$ cat src/sv/dalme_pkg.sv
// Shared types, constants and helpers for the dual-axis lens move encoder.
package dalme_pkg;

    localparam int unsigned STEP_W  = 12;
    localparam int unsigned RATE_W  = 14;
    localparam int unsigned CLK_W   = 26;
    localparam int unsigned WAIT_W  = 17;
    localparam int unsigned BYTE_W  = 8;

    localparam logic [RATE_W-1:0] PPS_MIN = 14'd32;
    localparam logic [RATE_W-1:0] PPS_MAX = 14'd16383;
    localparam logic [9:0]        MS_PER_S = 10'd1000;

    localparam logic [CLK_W-1:0]  REF_CLOCK_RST = 26'd24000000;
    localparam logic [7:0]        SETTLE_RST    = 8'd40;
    localparam logic [STEP_W-1:0] MAX_CHUNK_RST = 12'd3500;

    // configuration register indexes
    localparam logic [1:0] CFG_REF_CLOCK = 2'd0;
    localparam logic [1:0] CFG_SETTLE    = 2'd1;
    localparam logic [1:0] CFG_MAX_CHUNK = 2'd2;

    // driver register addresses
    localparam logic [7:0] ADDR_WAKE    = 8'h00;
    localparam logic [7:0] ADDR_F_SPD_L = 8'h01;
    localparam logic [7:0] ADDR_F_SPD_H = 8'h02;
    localparam logic [7:0] ADDR_F_STP_L = 8'h03;
    localparam logic [7:0] ADDR_F_STP_H = 8'h04;
    localparam logic [7:0] ADDR_Z_SPD_L = 8'h05;
    localparam logic [7:0] ADDR_Z_SPD_H = 8'h06;
    localparam logic [7:0] ADDR_Z_STP_L = 8'h07;
    localparam logic [7:0] ADDR_Z_STP_H = 8'h08;
    localparam logic [7:0] ADDR_TRIG    = 8'h09;
    localparam logic [7:0] ADDR_EXCITE  = 8'h0A;

    localparam logic [7:0] VAL_WAKE    = 8'h01;
    localparam logic [7:0] VAL_EXCITE  = 8'h08;
    localparam logic [7:0] VAL_OFF     = 8'h00;
    localparam logic [7:0] SPD_H_MARK  = 8'h80;
    localparam logic [7:0] DIR_SET     = 8'hC0;
    localparam logic [7:0] DIR_CLR     = 8'h80;
    localparam logic [7:0] TRIG_BOTH   = 8'hCF;
    localparam logic [7:0] TRIG_FOCUS  = 8'h8F;
    localparam logic [7:0] TRIG_ZOOM   = 8'h4F;

    localparam logic [3:0] LAST_WRITE_IDX = 4'd12;

    // one classified move request
    typedef struct packed {
        logic [STEP_W-1:0] zoom_steps;
        logic              zoom_dir;
        logic [STEP_W-1:0] focus_steps;
        logic              focus_dir;
        logic [RATE_W-1:0] base;
        logic [STEP_W-1:0] longest_steps;
    } move_t;

    // divider operation codes
    typedef enum logic [2:0] {
        OP_RATE_Z  = 3'd0,
        OP_RATE_F  = 3'd1,
        OP_DIV_F   = 3'd2,
        OP_DIV_Z   = 3'd3,
        OP_TIME_Z  = 3'd4,
        OP_TIME_F  = 3'd5
    } div_op_t;

    function automatic logic [RATE_W-1:0] clamp_rate(input logic [CLK_W-1:0] r);
        logic [RATE_W-1:0] res;
        if (r < CLK_W'(PPS_MIN))
            res = PPS_MIN;
        else if (r > CLK_W'(PPS_MAX))
            res = PPS_MAX;
        else
            res = r[RATE_W-1:0];
        return res;
    endfunction

endpackage

$ cat src/sv/dalme_front.sv
// Front end: clamps a move request and drops empty moves.
module dalme_front (
    input  logic                     in_valid,
    output logic                     in_ready,
    input  logic [11:0]              zoom_steps,
    input  logic                     zoom_dir,
    input  logic [11:0]              focus_steps,
    input  logic                     focus_dir,
    input  logic [15:0]              base_rate,
    input  logic [11:0]              max_chunk,
    input  logic                     q_full,
    output logic                     q_push,
    output dalme_pkg::move_t         q_data
);
    import dalme_pkg::*;

    logic [STEP_W-1:0] zs;
    logic [STEP_W-1:0] fs;
    logic [RATE_W-1:0] base_c;

    // clamp the step counts to the chunk limit
    assign zs = (zoom_steps > max_chunk) ? max_chunk : zoom_steps;
    assign fs = (focus_steps > max_chunk) ? max_chunk : focus_steps;

    // clamp the base rate
    assign base_c = (base_rate < 16'(PPS_MIN)) ? PPS_MIN :
                    (base_rate > 16'(PPS_MAX)) ? PPS_MAX : base_rate[RATE_W-1:0];

    assign in_ready = !q_full;

    // push only moves that actually step
    assign q_push = in_valid && !q_full && ((zs != '0) || (fs != '0));

    always_comb
    begin
        q_data.zoom_steps    = zs;
        q_data.zoom_dir      = zoom_dir;
        q_data.focus_steps   = fs;
        q_data.focus_dir     = focus_dir;
        q_data.base          = base_c;
        q_data.longest_steps = (zs > fs) ? zs : fs;
    end

endmodule

$ cat src/sv/dalme_queue.sv
// Two-entry queue between the front end and the sequencer.
module dalme_queue (
    input  logic             clk,
    input  logic             rst_n,
    input  logic             push,
    input  dalme_pkg::move_t push_data,
    output logic             full,
    input  logic             pop,
    output logic             not_empty,
    output dalme_pkg::move_t pop_data
);
    import dalme_pkg::*;

    move_t      mem_reg [2];
    logic       wr_ptr_reg, wr_ptr_next;
    logic       rd_ptr_reg, rd_ptr_next;
    logic [1:0] count_reg, count_next;

    assign full      = (count_reg == 2'd2);
    assign not_empty = (count_reg != 2'd0);
    assign pop_data  = mem_reg[rd_ptr_reg];

    // advance pointers and count
    always_comb
    begin
        wr_ptr_next = wr_ptr_reg ^ push;
        rd_ptr_next = rd_ptr_reg ^ pop;
        count_next  = count_reg + 2'(push) - 2'(pop);
    end

    always_ff @(posedge clk or negedge rst_n)
    begin
        if (!rst_n)
        begin
            wr_ptr_reg <= 1'b0;
            rd_ptr_reg <= 1'b0;
            count_reg  <= 2'd0;
        end
        else
        begin
            wr_ptr_reg <= wr_ptr_next;
            rd_ptr_reg <= rd_ptr_next;
            count_reg  <= count_next;
        end
    end

    // hold request data
    always_ff @(posedge clk)
    begin
        if (push)
            mem_reg[wr_ptr_reg] <= push_data;
    end

endmodule

$ cat src/sv/dalme_div.sv
// Shared restoring divider, one quotient bit per cycle.
module dalme_div (
    input  logic        clk,
    input  logic        rst_n,
    input  logic        start,
    input  logic [25:0] dividend,
    input  logic [13:0] divisor,
    output logic        done,
    output logic [25:0] quotient
);
    import dalme_pkg::*;

    logic [CLK_W-1:0]  quo_reg, quo_next;
    logic [RATE_W-1:0] rem_reg, rem_next;
    logic [RATE_W-1:0] dvs_reg;
    logic [4:0]        cnt_reg, cnt_next;
    logic              busy_reg, busy_next;
    logic              done_reg, done_next;
    logic [RATE_W:0]   trial;
    logic              fits;

    assign trial = {rem_reg, quo_reg[CLK_W-1]};
    assign fits  = (trial >= {1'b0, dvs_reg});

    // shift one dividend bit into the remainder per cycle
    always_comb
    begin
        quo_next  = quo_reg;
        rem_next  = rem_reg;
        cnt_next  = cnt_reg;
        busy_next = busy_reg;
        done_next = 1'b0;
        if (start)
        begin
            quo_next  = dividend;
            rem_next  = '0;
            cnt_next  = '0;
            busy_next = 1'b1;
        end
        else if (busy_reg)
        begin
            quo_next = {quo_reg[CLK_W-2:0], fits};
            rem_next = fits ? RATE_W'(trial - {1'b0, dvs_reg}) : trial[RATE_W-1:0];
            cnt_next = cnt_reg + 5'd1;
            if (cnt_reg == 5'(CLK_W - 1))
            begin
                busy_next = 1'b0;
                done_next = 1'b1;
            end
        end
    end

    always_ff @(posedge clk or negedge rst_n)
    begin
        if (!rst_n)
        begin
            busy_reg <= 1'b0;
            done_reg <= 1'b0;
            cnt_reg  <= '0;
        end
        else
        begin
            busy_reg <= busy_next;
            done_reg <= done_next;
            cnt_reg  <= cnt_next;
        end
    end

    always_ff @(posedge clk)
    begin
        quo_reg <= quo_next;
        rem_reg <= rem_next;
        if (start)
            dvs_reg <= divisor;
    end

    assign done     = done_reg;
    assign quotient = quo_reg;

endmodule

$ cat src/sv/dalme_back.sv
// Back end: computes rates, dividers and wait time, then emits the write sequence.
module dalme_back (
    input  logic             clk,
    input  logic             rst_n,
    input  logic             q_not_empty,
    input  dalme_pkg::move_t q_data,
    output logic             q_pop,
    input  logic [25:0]      ref_clock,
    input  logic [7:0]       settle,
    output logic             out_valid,
    input  logic             out_ready,
    output logic [7:0]       reg_addr,
    output logic [7:0]       reg_value,
    output logic [16:0]      wait_before_ms,
    output logic             last_write
);
    import dalme_pkg::*;

    typedef enum logic [3:0] {
        S_IDLE  = 4'b0001,
        S_START = 4'b0010,
        S_WAIT  = 4'b0100,
        S_EMIT  = 4'b1000
    } state_t;

    state_t            state_reg, state_next;
    div_op_t           op_reg, op_next;
    logic [3:0]        idx_reg, idx_next;
    move_t             job_reg;
    logic [RATE_W-1:0] rz_reg, rf_reg;
    logic [CLK_W-1:0]  divz_reg, divf_reg;
    logic [WAIT_W-1:0] tz_reg, wait_reg;

    logic              div_start, div_done;
    logic [CLK_W-1:0]  div_dividend, div_q;
    logic [RATE_W-1:0] div_divisor;
    logic [WAIT_W-1:0] tf;

    logic              out_valid_reg, out_valid_next;
    logic [7:0]        addr_reg, value_reg;
    logic [WAIT_W-1:0] owait_reg;
    logic              olast_reg;
    logic              load;
    logic [7:0]        e_addr, e_value, trig;
    logic [WAIT_W-1:0] e_wait;

    dalme_div u_div (
        .clk      (clk),
        .rst_n    (rst_n),
        .start    (div_start),
        .dividend (div_dividend),
        .divisor  (div_divisor),
        .done     (div_done),
        .quotient (div_q)
    );

    // select divider operands for the current operation
    always_comb
    begin
        div_dividend = '0;
        div_divisor  = RATE_W'(job_reg.longest_steps);
        unique case (op_reg)
            OP_RATE_Z:
            begin
                div_dividend = CLK_W'(job_reg.base) * CLK_W'(job_reg.zoom_steps);
                div_divisor  = RATE_W'(job_reg.longest_steps);
            end
            OP_RATE_F:
            begin
                div_dividend = CLK_W'(job_reg.base) * CLK_W'(job_reg.focus_steps);
                div_divisor  = RATE_W'(job_reg.longest_steps);
            end
            OP_DIV_F:
            begin
                div_dividend = ref_clock;
                div_divisor  = rf_reg;
            end
            OP_DIV_Z:
            begin
                div_dividend = ref_clock;
                div_divisor  = rz_reg;
            end
            OP_TIME_Z:
            begin
                div_dividend = CLK_W'(job_reg.zoom_steps) * CLK_W'(MS_PER_S);
                div_divisor  = rz_reg;
            end
            OP_TIME_F:
            begin
                div_dividend = CLK_W'(job_reg.focus_steps) * CLK_W'(MS_PER_S);
                div_divisor  = rf_reg;
            end
            default:
            begin
                div_dividend = '0;
            end
        endcase
    end

    assign div_start = (state_reg == S_START);
    assign tf        = div_q[WAIT_W-1:0];
    assign load      = !out_valid_reg || out_ready;
    assign q_pop     = (state_reg == S_IDLE) && q_not_empty;

    // sequence the divisions, then the writes
    always_comb
    begin
        state_next = state_reg;
        op_next    = op_reg;
        idx_next   = idx_reg;
        unique case (state_reg)
            S_IDLE:
            begin
                if (q_not_empty)
                begin
                    op_next    = OP_RATE_Z;
                    state_next = S_START;
                end
            end
            S_START:
            begin
                state_next = S_WAIT;
            end
            S_WAIT:
            begin
                if (div_done)
                begin
                    if (op_reg == OP_TIME_F)
                    begin
                        idx_next   = '0;
                        state_next = S_EMIT;
                    end
                    else
                    begin
                        op_next    = div_op_t'(op_reg + 3'd1);
                        state_next = S_START;
                    end
                end
            end
            S_EMIT:
            begin
                if (load)
                begin
                    idx_next = idx_reg + 4'd1;
                    if (idx_reg == LAST_WRITE_IDX)
                        state_next = S_IDLE;
                end
            end
            default:
            begin
                state_next = S_IDLE;
            end
        endcase
    end

    always_ff @(posedge clk or negedge rst_n)
    begin
        if (!rst_n)
        begin
            state_reg     <= S_IDLE;
            op_reg        <= OP_RATE_Z;
            idx_reg       <= '0;
            out_valid_reg <= 1'b0;
        end
        else
        begin
            state_reg     <= state_next;
            op_reg        <= op_next;
            idx_reg       <= idx_next;
            out_valid_reg <= out_valid_next;
        end
    end

    // capture the job and the division results
    always_ff @(posedge clk)
    begin
        if (q_pop)
            job_reg <= q_data;
        if ((state_reg == S_WAIT) && div_done)
        begin
            unique case (op_reg)
                OP_RATE_Z:
                    rz_reg <= (job_reg.zoom_steps == '0) ? job_reg.base : clamp_rate(div_q);
                OP_RATE_F:
                    rf_reg <= (job_reg.focus_steps == '0) ? job_reg.base : clamp_rate(div_q);
                OP_DIV_F:
                    divf_reg <= div_q;
                OP_DIV_Z:
                    divz_reg <= div_q;
                OP_TIME_Z:
                    tz_reg <= div_q[WAIT_W-1:0];
                OP_TIME_F:
                    wait_reg <= ((tz_reg > tf) ? tz_reg : tf) + WAIT_W'(settle);
                default:
                    tz_reg <= tz_reg;
            endcase
        end
    end

    // trigger code from which axes move
    assign trig = (job_reg.zoom_steps == '0)  ? TRIG_FOCUS :
                  (job_reg.focus_steps == '0) ? TRIG_ZOOM  : TRIG_BOTH;

    // pick the write for the current slot
    always_comb
    begin
        e_addr  = ADDR_WAKE;
        e_value = VAL_OFF;
        e_wait  = '0;
        unique case (idx_reg)
            4'd0:  begin e_addr = ADDR_WAKE;    e_value = VAL_WAKE; end
            4'd1:  begin e_addr = ADDR_EXCITE;  e_value = VAL_EXCITE; end
            4'd2:  begin e_addr = ADDR_F_SPD_L; e_value = divf_reg[14:7]; end
            4'd3:  begin e_addr = ADDR_F_SPD_H; e_value = SPD_H_MARK | divf_reg[22:15]; end
            4'd4:  begin e_addr = ADDR_Z_SPD_L; e_value = divz_reg[14:7]; end
            4'd5:  begin e_addr = ADDR_Z_SPD_H; e_value = SPD_H_MARK | divz_reg[22:15]; end
            4'd6:  begin e_addr = ADDR_F_STP_L; e_value = job_reg.focus_steps[7:0]; end
            4'd7:
            begin
                e_addr  = ADDR_F_STP_H;
                e_value = (job_reg.focus_dir ? DIR_CLR : DIR_SET)
                          | {4'd0, job_reg.focus_steps[11:8]};
            end
            4'd8:  begin e_addr = ADDR_Z_STP_L; e_value = job_reg.zoom_steps[7:0]; end
            4'd9:
            begin
                e_addr  = ADDR_Z_STP_H;
                e_value = (job_reg.zoom_dir ? DIR_SET : DIR_CLR)
                          | {4'd0, job_reg.zoom_steps[11:8]};
            end
            4'd10: begin e_addr = ADDR_TRIG;    e_value = trig; end
            4'd11: begin e_addr = ADDR_EXCITE;  e_value = VAL_OFF; e_wait = wait_reg; end
            default:
            begin
                e_addr  = ADDR_WAKE;
                e_value = VAL_OFF;
            end
        endcase
    end

    // output register: load when empty or being taken
    always_comb
    begin
        out_valid_next = out_valid_reg;
        if (load)
            out_valid_next = (state_reg == S_EMIT);
    end

    always_ff @(posedge clk)
    begin
        if (load && (state_reg == S_EMIT))
        begin
            addr_reg  <= e_addr;
            value_reg <= e_value;
            owait_reg <= e_wait;
            olast_reg <= (idx_reg == LAST_WRITE_IDX);
        end
    end

    assign out_valid      = out_valid_reg;
    assign reg_addr       = addr_reg;
    assign reg_value      = value_reg;
    assign wait_before_ms = owait_reg;
    assign last_write     = olast_reg;

endmodule

$ cat src/sv/dual_axis_lens_move_encoder.sv
// Top level of the dual-axis lens move encoder.
// Input channel (in_valid/in_ready) takes one move request: zoom and focus
// step counts and directions plus a base pulse rate. Output channel
// (out_valid/out_ready) delivers the driver register writes for that move,
// thirteen of them, the final one flagged by last_write. A move where both
// clamped step counts are zero produces no writes.
// Configuration: cfg_we writes cfg_data into register cfg_index
// (0 reference clock, 1 settle time, 2 chunk limit); write only while idle.
// One shared bit-serial divider runs six divisions per move (two axis
// rates, two speed dividers, two move times), each started and handed off
// in turn by the sequencer, then the thirteen writes leave at one per
// cycle while the receiver keeps out_ready high.
// A two-entry queue accepts further requests meanwhile.
// Reset clears the queue, sequencer and output register and restores the
// default configuration. When the receiver stalls, the held write stays on
// the outputs and the sequencer waits; the queue keeps taking requests
// until it is full.
module dual_axis_lens_move_encoder (
    input  logic        clk,
    input  logic        rst_n,
    input  logic        cfg_we,
    input  logic [1:0]  cfg_index,
    input  logic [25:0] cfg_data,
    input  logic        in_valid,
    output logic        in_ready,
    input  logic [11:0] zoom_steps,
    input  logic        zoom_dir,
    input  logic [11:0] focus_steps,
    input  logic        focus_dir,
    input  logic [15:0] base_rate,
    output logic        out_valid,
    input  logic        out_ready,
    output logic [7:0]  reg_addr,
    output logic [7:0]  reg_value,
    output logic [16:0] wait_before_ms,
    output logic        last_write
);
    import dalme_pkg::*;

    logic [CLK_W-1:0]  ref_clock_reg;
    logic [7:0]        settle_reg;
    logic [STEP_W-1:0] max_chunk_reg;

    logic  q_full, q_push, q_pop, q_not_empty;
    move_t q_in, q_out;

    // configuration registers
    always_ff @(posedge clk or negedge rst_n)
    begin
        if (!rst_n)
        begin
            ref_clock_reg <= REF_CLOCK_RST;
            settle_reg    <= SETTLE_RST;
            max_chunk_reg <= MAX_CHUNK_RST;
        end
        else if (cfg_we)
        begin
            unique case (cfg_index)
                CFG_REF_CLOCK: ref_clock_reg <= cfg_data;
                CFG_SETTLE:    settle_reg    <= cfg_data[7:0];
                CFG_MAX_CHUNK: max_chunk_reg <= cfg_data[STEP_W-1:0];
                default:       ref_clock_reg <= ref_clock_reg;
            endcase
        end
    end

    dalme_front u_front (
        .in_valid    (in_valid),
        .in_ready    (in_ready),
        .zoom_steps  (zoom_steps),
        .zoom_dir    (zoom_dir),
        .focus_steps (focus_steps),
        .focus_dir   (focus_dir),
        .base_rate   (base_rate),
        .max_chunk   (max_chunk_reg),
        .q_full      (q_full),
        .q_push      (q_push),
        .q_data      (q_in)
    );

    dalme_queue u_queue (
        .clk       (clk),
        .rst_n     (rst_n),
        .push      (q_push),
        .push_data (q_in),
        .full      (q_full),
        .pop       (q_pop),
        .not_empty (q_not_empty),
        .pop_data  (q_out)
    );

    dalme_back u_back (
        .clk            (clk),
        .rst_n          (rst_n),
        .q_not_empty    (q_not_empty),
        .q_data         (q_out),
        .q_pop          (q_pop),
        .ref_clock      (ref_clock_reg),
        .settle         (settle_reg),
        .out_valid      (out_valid),
        .out_ready      (out_ready),
        .reg_addr       (reg_addr),
        .reg_value      (reg_value),
        .wait_before_ms (wait_before_ms),
        .last_write     (last_write)
    );

    // the final write of a move is the power-off of the wake register
    a_last_is_off: assert property (@(posedge clk) disable iff (!rst_n)
        out_valid && last_write |-> (reg_addr == ADDR_WAKE) && (reg_value == VAL_OFF))
        else $error("last write is not the power-off write");

    // a wait only ever rides on the coil power-off write
    a_wait_on_off: assert property (@(posedge clk) disable iff (!rst_n)
        out_valid && (wait_before_ms != '0) |-> (reg_addr == ADDR_EXCITE)
            && (reg_value == VAL_OFF))
        else $error("wait attached to the wrong write");

    // a taken last write is never followed at once by another last write
    a_no_double_last: assert property (@(posedge clk) disable iff (!rst_n)
        out_valid && out_ready && last_write |=> !(out_valid && last_write))
        else $error("repeated last write");

endmodule
$ cat config.mk
export PLATFORM = sky130hd
export DESIGN_NAME = dual_axis_lens_move_encoder
export DESIGN_NICKNAME = d
export VERILOG_FILES = /design/src/sv/dalme_pkg.sv /design/src/sv/dalme_front.sv /design/src/sv/dalme_queue.sv /design/src/sv/dalme_div.sv /design/src/sv/dalme_back.sv /design/src/sv/dual_axis_lens_move_encoder.sv
export SDC_FILE = /design/constraint.sdc
export NUM_CORES = 2
export LEC_CHECK = 0
export BUFFER_PORTS_ARGS = -buffer_cell sky130_fd_sc_hd__buf_2
export CORE_UTILIZATION = 60
export CTS_CLUSTER_SIZE = 10
export DETAILED_ROUTE_END_ITERATION = 16
export PLACE_DENSITY = 0.86
export REMOVE_ABC_BUFFERS = 1
export SYNTH_ARGS = -nofsm -noshare
export SYNTH_HDL_FRONTEND = slang
export SYNTH_HIERARCHICAL = 1
export SYNTH_SLANG_ARGS = --single-unit
$ cat constraint.sdc
create_clock -name clk -period 8.46 [get_ports clk]
set_input_delay 1.269 -clock clk [delete_from_list [all_inputs] [get_ports clk]]
set_output_delay 1.269 -clock clk [all_outputs]
set_load 0.05 [all_outputs]
==> metrics.cfg <==
[route]
dr.pass1.iters=10
viasPerCell=6.19
via_count=25300
wl_per_cell_microns=22.4
drt-total-wl_microns=91700
initialDrtViolationCount=3064
route.detailed.drc=0
ant_nets=0

[synth]
synth.top_cell.area_share_pct=27.5
syn_area_per_cell_sq_um=10.7
yosys_warnings=6
synthTopCellsByArea=edfxtp_1, fa_1, ha_1
ys_async_sr_fraction_pct=17.2
synthFlopType=edfxtp_1
synthCells=3231
synth_edf_count=318
synth_area_sq_um=34700
synth_largest_area_cell=edfxtp_1
ys_ff_latch=401
ys_types=99
synth-seq-area-share_pct=33.4

[critical_path]
crit_chain=nand2_1 > fa_1 > fa_1 > inv_1 > fa_1 > fa_1 > inv_1 > fa_1 > inv_1 > ha_1 > a211oi_1 > o221ai_1 > o21ai_0 > a311o_1 > xor2_1 > o22ai_1 > a221oi_1 > o21ai_0 > mux2_2
cpMostUsedCell=fa_1
critPathMaxFanout=26
start_kind=flip-flop
crit_type=reg2reg
startpoint=u_back/job_reg[19]
crit_required_ns=8.80
crit_arrival_ns=7.43
slowest_delay_ns=1.12
crit_path_end_kind=flip-flop
cp_slowest_cell=edfxtp_1
r2r_start=u_back/job_reg[19]

[timing]
skew_ns=0.0472
fin_crit_ns=7.09
timing.fmax_mhz=141
period_share_pct=83.8
slew_viol_final=0
worst_slew_margin_rel_pct=2.27
worst-slew-pin-transition_ns=1.45
finalSetupViolations=0
finalSetupTns_ns=0
rsz0062_at_grt=no
finalHoldViolCount=0

[outcome]
status=finished with violations
violations=max-capacitance violations

[grt]
antenna_found_initial=4
grt_overflow=0
grt_pass1_wl_microns=142000
grt_pass1_vias=25600
grt.total_usage_pct=31.5
grt_max_degree=56

[clock_tree]
cts_root_buf=clkbuf_16
clk_path_buf_depth=3
cts_made_buffers=48
path_clk_slew_ns=0.06
htreeDepth=2
cts_sinks=401
cts_tree=done
ctsResizeCount=0
insertion_delay_ns=0.61
cts_hold_buf=0
post_cts_buffers=0

[floorplan]
die_h_microns=242
rows=87
start_util_pct=61.2
fp.dieArea_sq_um=58800
fp.dieW_microns=242
io_pins=111
coreArea_sq_um=56700

[placement]
io_buffers=106
hpwlAfterDp_microns=67200
placed_area_sq_um=35800
routabilityCongestion=0.982

[worst_hold_path]
hold_class=reg2reg
hold_start=u_back/u_div/rem_reg[6]

[finish]
nets=3997
design_area_sq_um=37300
drive_gt1_share_pct=12.5
largest_reg_flops=104
syn_to_final_growth_pct=7.46

[flow_run]
maxCapViolations=1

[worst max-delay path, delay by kind of cell (launching register included)]
family / cells / cell delay [ns]
AOI/OAI and AO/OA: 7 / 1.86
xor gates and xnor gates: 1 / 0.18
adders and majority gates: 6 / 2.98
buffers and inverters: 3 / 0.15
DFF: 1 / 1.12
muxes: 1 / 0.30
and+or+nand+nor: 1 / 0.22
[worst paths after layout]
kind	slack, ns	to	cells past startpoint
min in group asynchronous	0.58	ref_clock_reg[16]	1
max in group asynchronous	6.74	u_queue/rd_ptr_reg	2
worst min-delay path	0.50	u_back/u_div/rem_reg[6]	2
worst max register to register	1.37	u_back/u_div/quotient[21]	19
worst min register to register	0.50	u_back/u_div/rem_reg[6]	2
worst max-delay path	1.37	u_back/u_div/quotient[21]	19
[per-layer routing]
layer	GRT usage, %	part of all wire (%)	vias up
met4	15.5	5.7	6
met1	40.1	37	12300
met3	8.30	11	349
met5	0.735	0.12	-
met2	49.7	46	1510
li1	-	-	11100
[final cells by class]
type,instances,area [sq um]
repair buffers,146,833
flip-flops and latches,401,11600
clock inverters,4,60.1
clock buffers,84,1420
fillers,4122,19400
inverters,487,1830
multi-input cells,2201,20600
well taps,756,946
diodes,4,10.0
[through the flow]
step	std cells	utilization (%)	hold WS, ns	setup WS [ns]
5_1_grt	4079	65.7	0.534	1.17
4_1_cts	4079	65.7	0.503	1.47
2_1_floorplan	3089	-	0.459	2.49
3_5_place_dp	3991	63.1	0.495	1.54
6_report	4083	65.7	0.501	1.37
3_3_place_gp	3991	63.1	0.494	1.70
[cell families (layout without fill, tap and decap cells)]
group | count (synthesis) | count (layout) | share of synthesized area, %
adder cells (fa/ha/maj) | 637 | 637 | 29.9
flip-flops | 401 | 401 | 33.4
buffers and inverters | 632 | 721 | 7.33
other | 1 | 8 | 0.0108
AND/OR/NAND/NOR | 808 | 808 | 11.3
AO/OA/AOI/OAI | 496 | 496 | 10.0
XOR/XNOR | 94 | 94 | 2.42
multiplexers | 162 | 162 | 5.71
[synth_stat cells (9+ instances only)]
cell	n
o21ai_1	9
nand4_1	27
o21ai_0	79
nand2_1	337
dfstp_2	20
a22oi_1	25
o21a_1	18
o211ai_1	16
and3_1	13
dfrtp_1	49
a221oi_2	12
xnor2_1	58
edfxtp_1	318
buf_2	10
nor3_1	34
xor2_1	35
a31oi_1	20
ha_1	319
a21o_1	36
mux2_2	85
clkbuf_1	111
fa_1	318
o22ai_1	15
and2_1	135
nor2b_1	20
nand2b_1	20
nand3_1	21
a221oi_1	21
or3_1	15
mux2_4	50
nor4_1	18
a21oi_1	124
mux2i_1	26
a211oi_1	30
inv_1	484
dfxtp_1	14
a222oi_1	12
nor2_1	130
[layout by cell type (no fill, tap or decap), drive strengths merged, types with 126 or more instances in the layout]
cell type,Yosys,routed
a21oi,126,126
and2,135,135
nand2,337,337
mux2,136,136
edfxtp,318,318
inv,487,487
buf,31,146
fa,318,318
ha,319,319
nor2,130,130
Power is not shown: default switching activity piles up to over one toggle a cycle in this logic, so the estimate is an artifact.
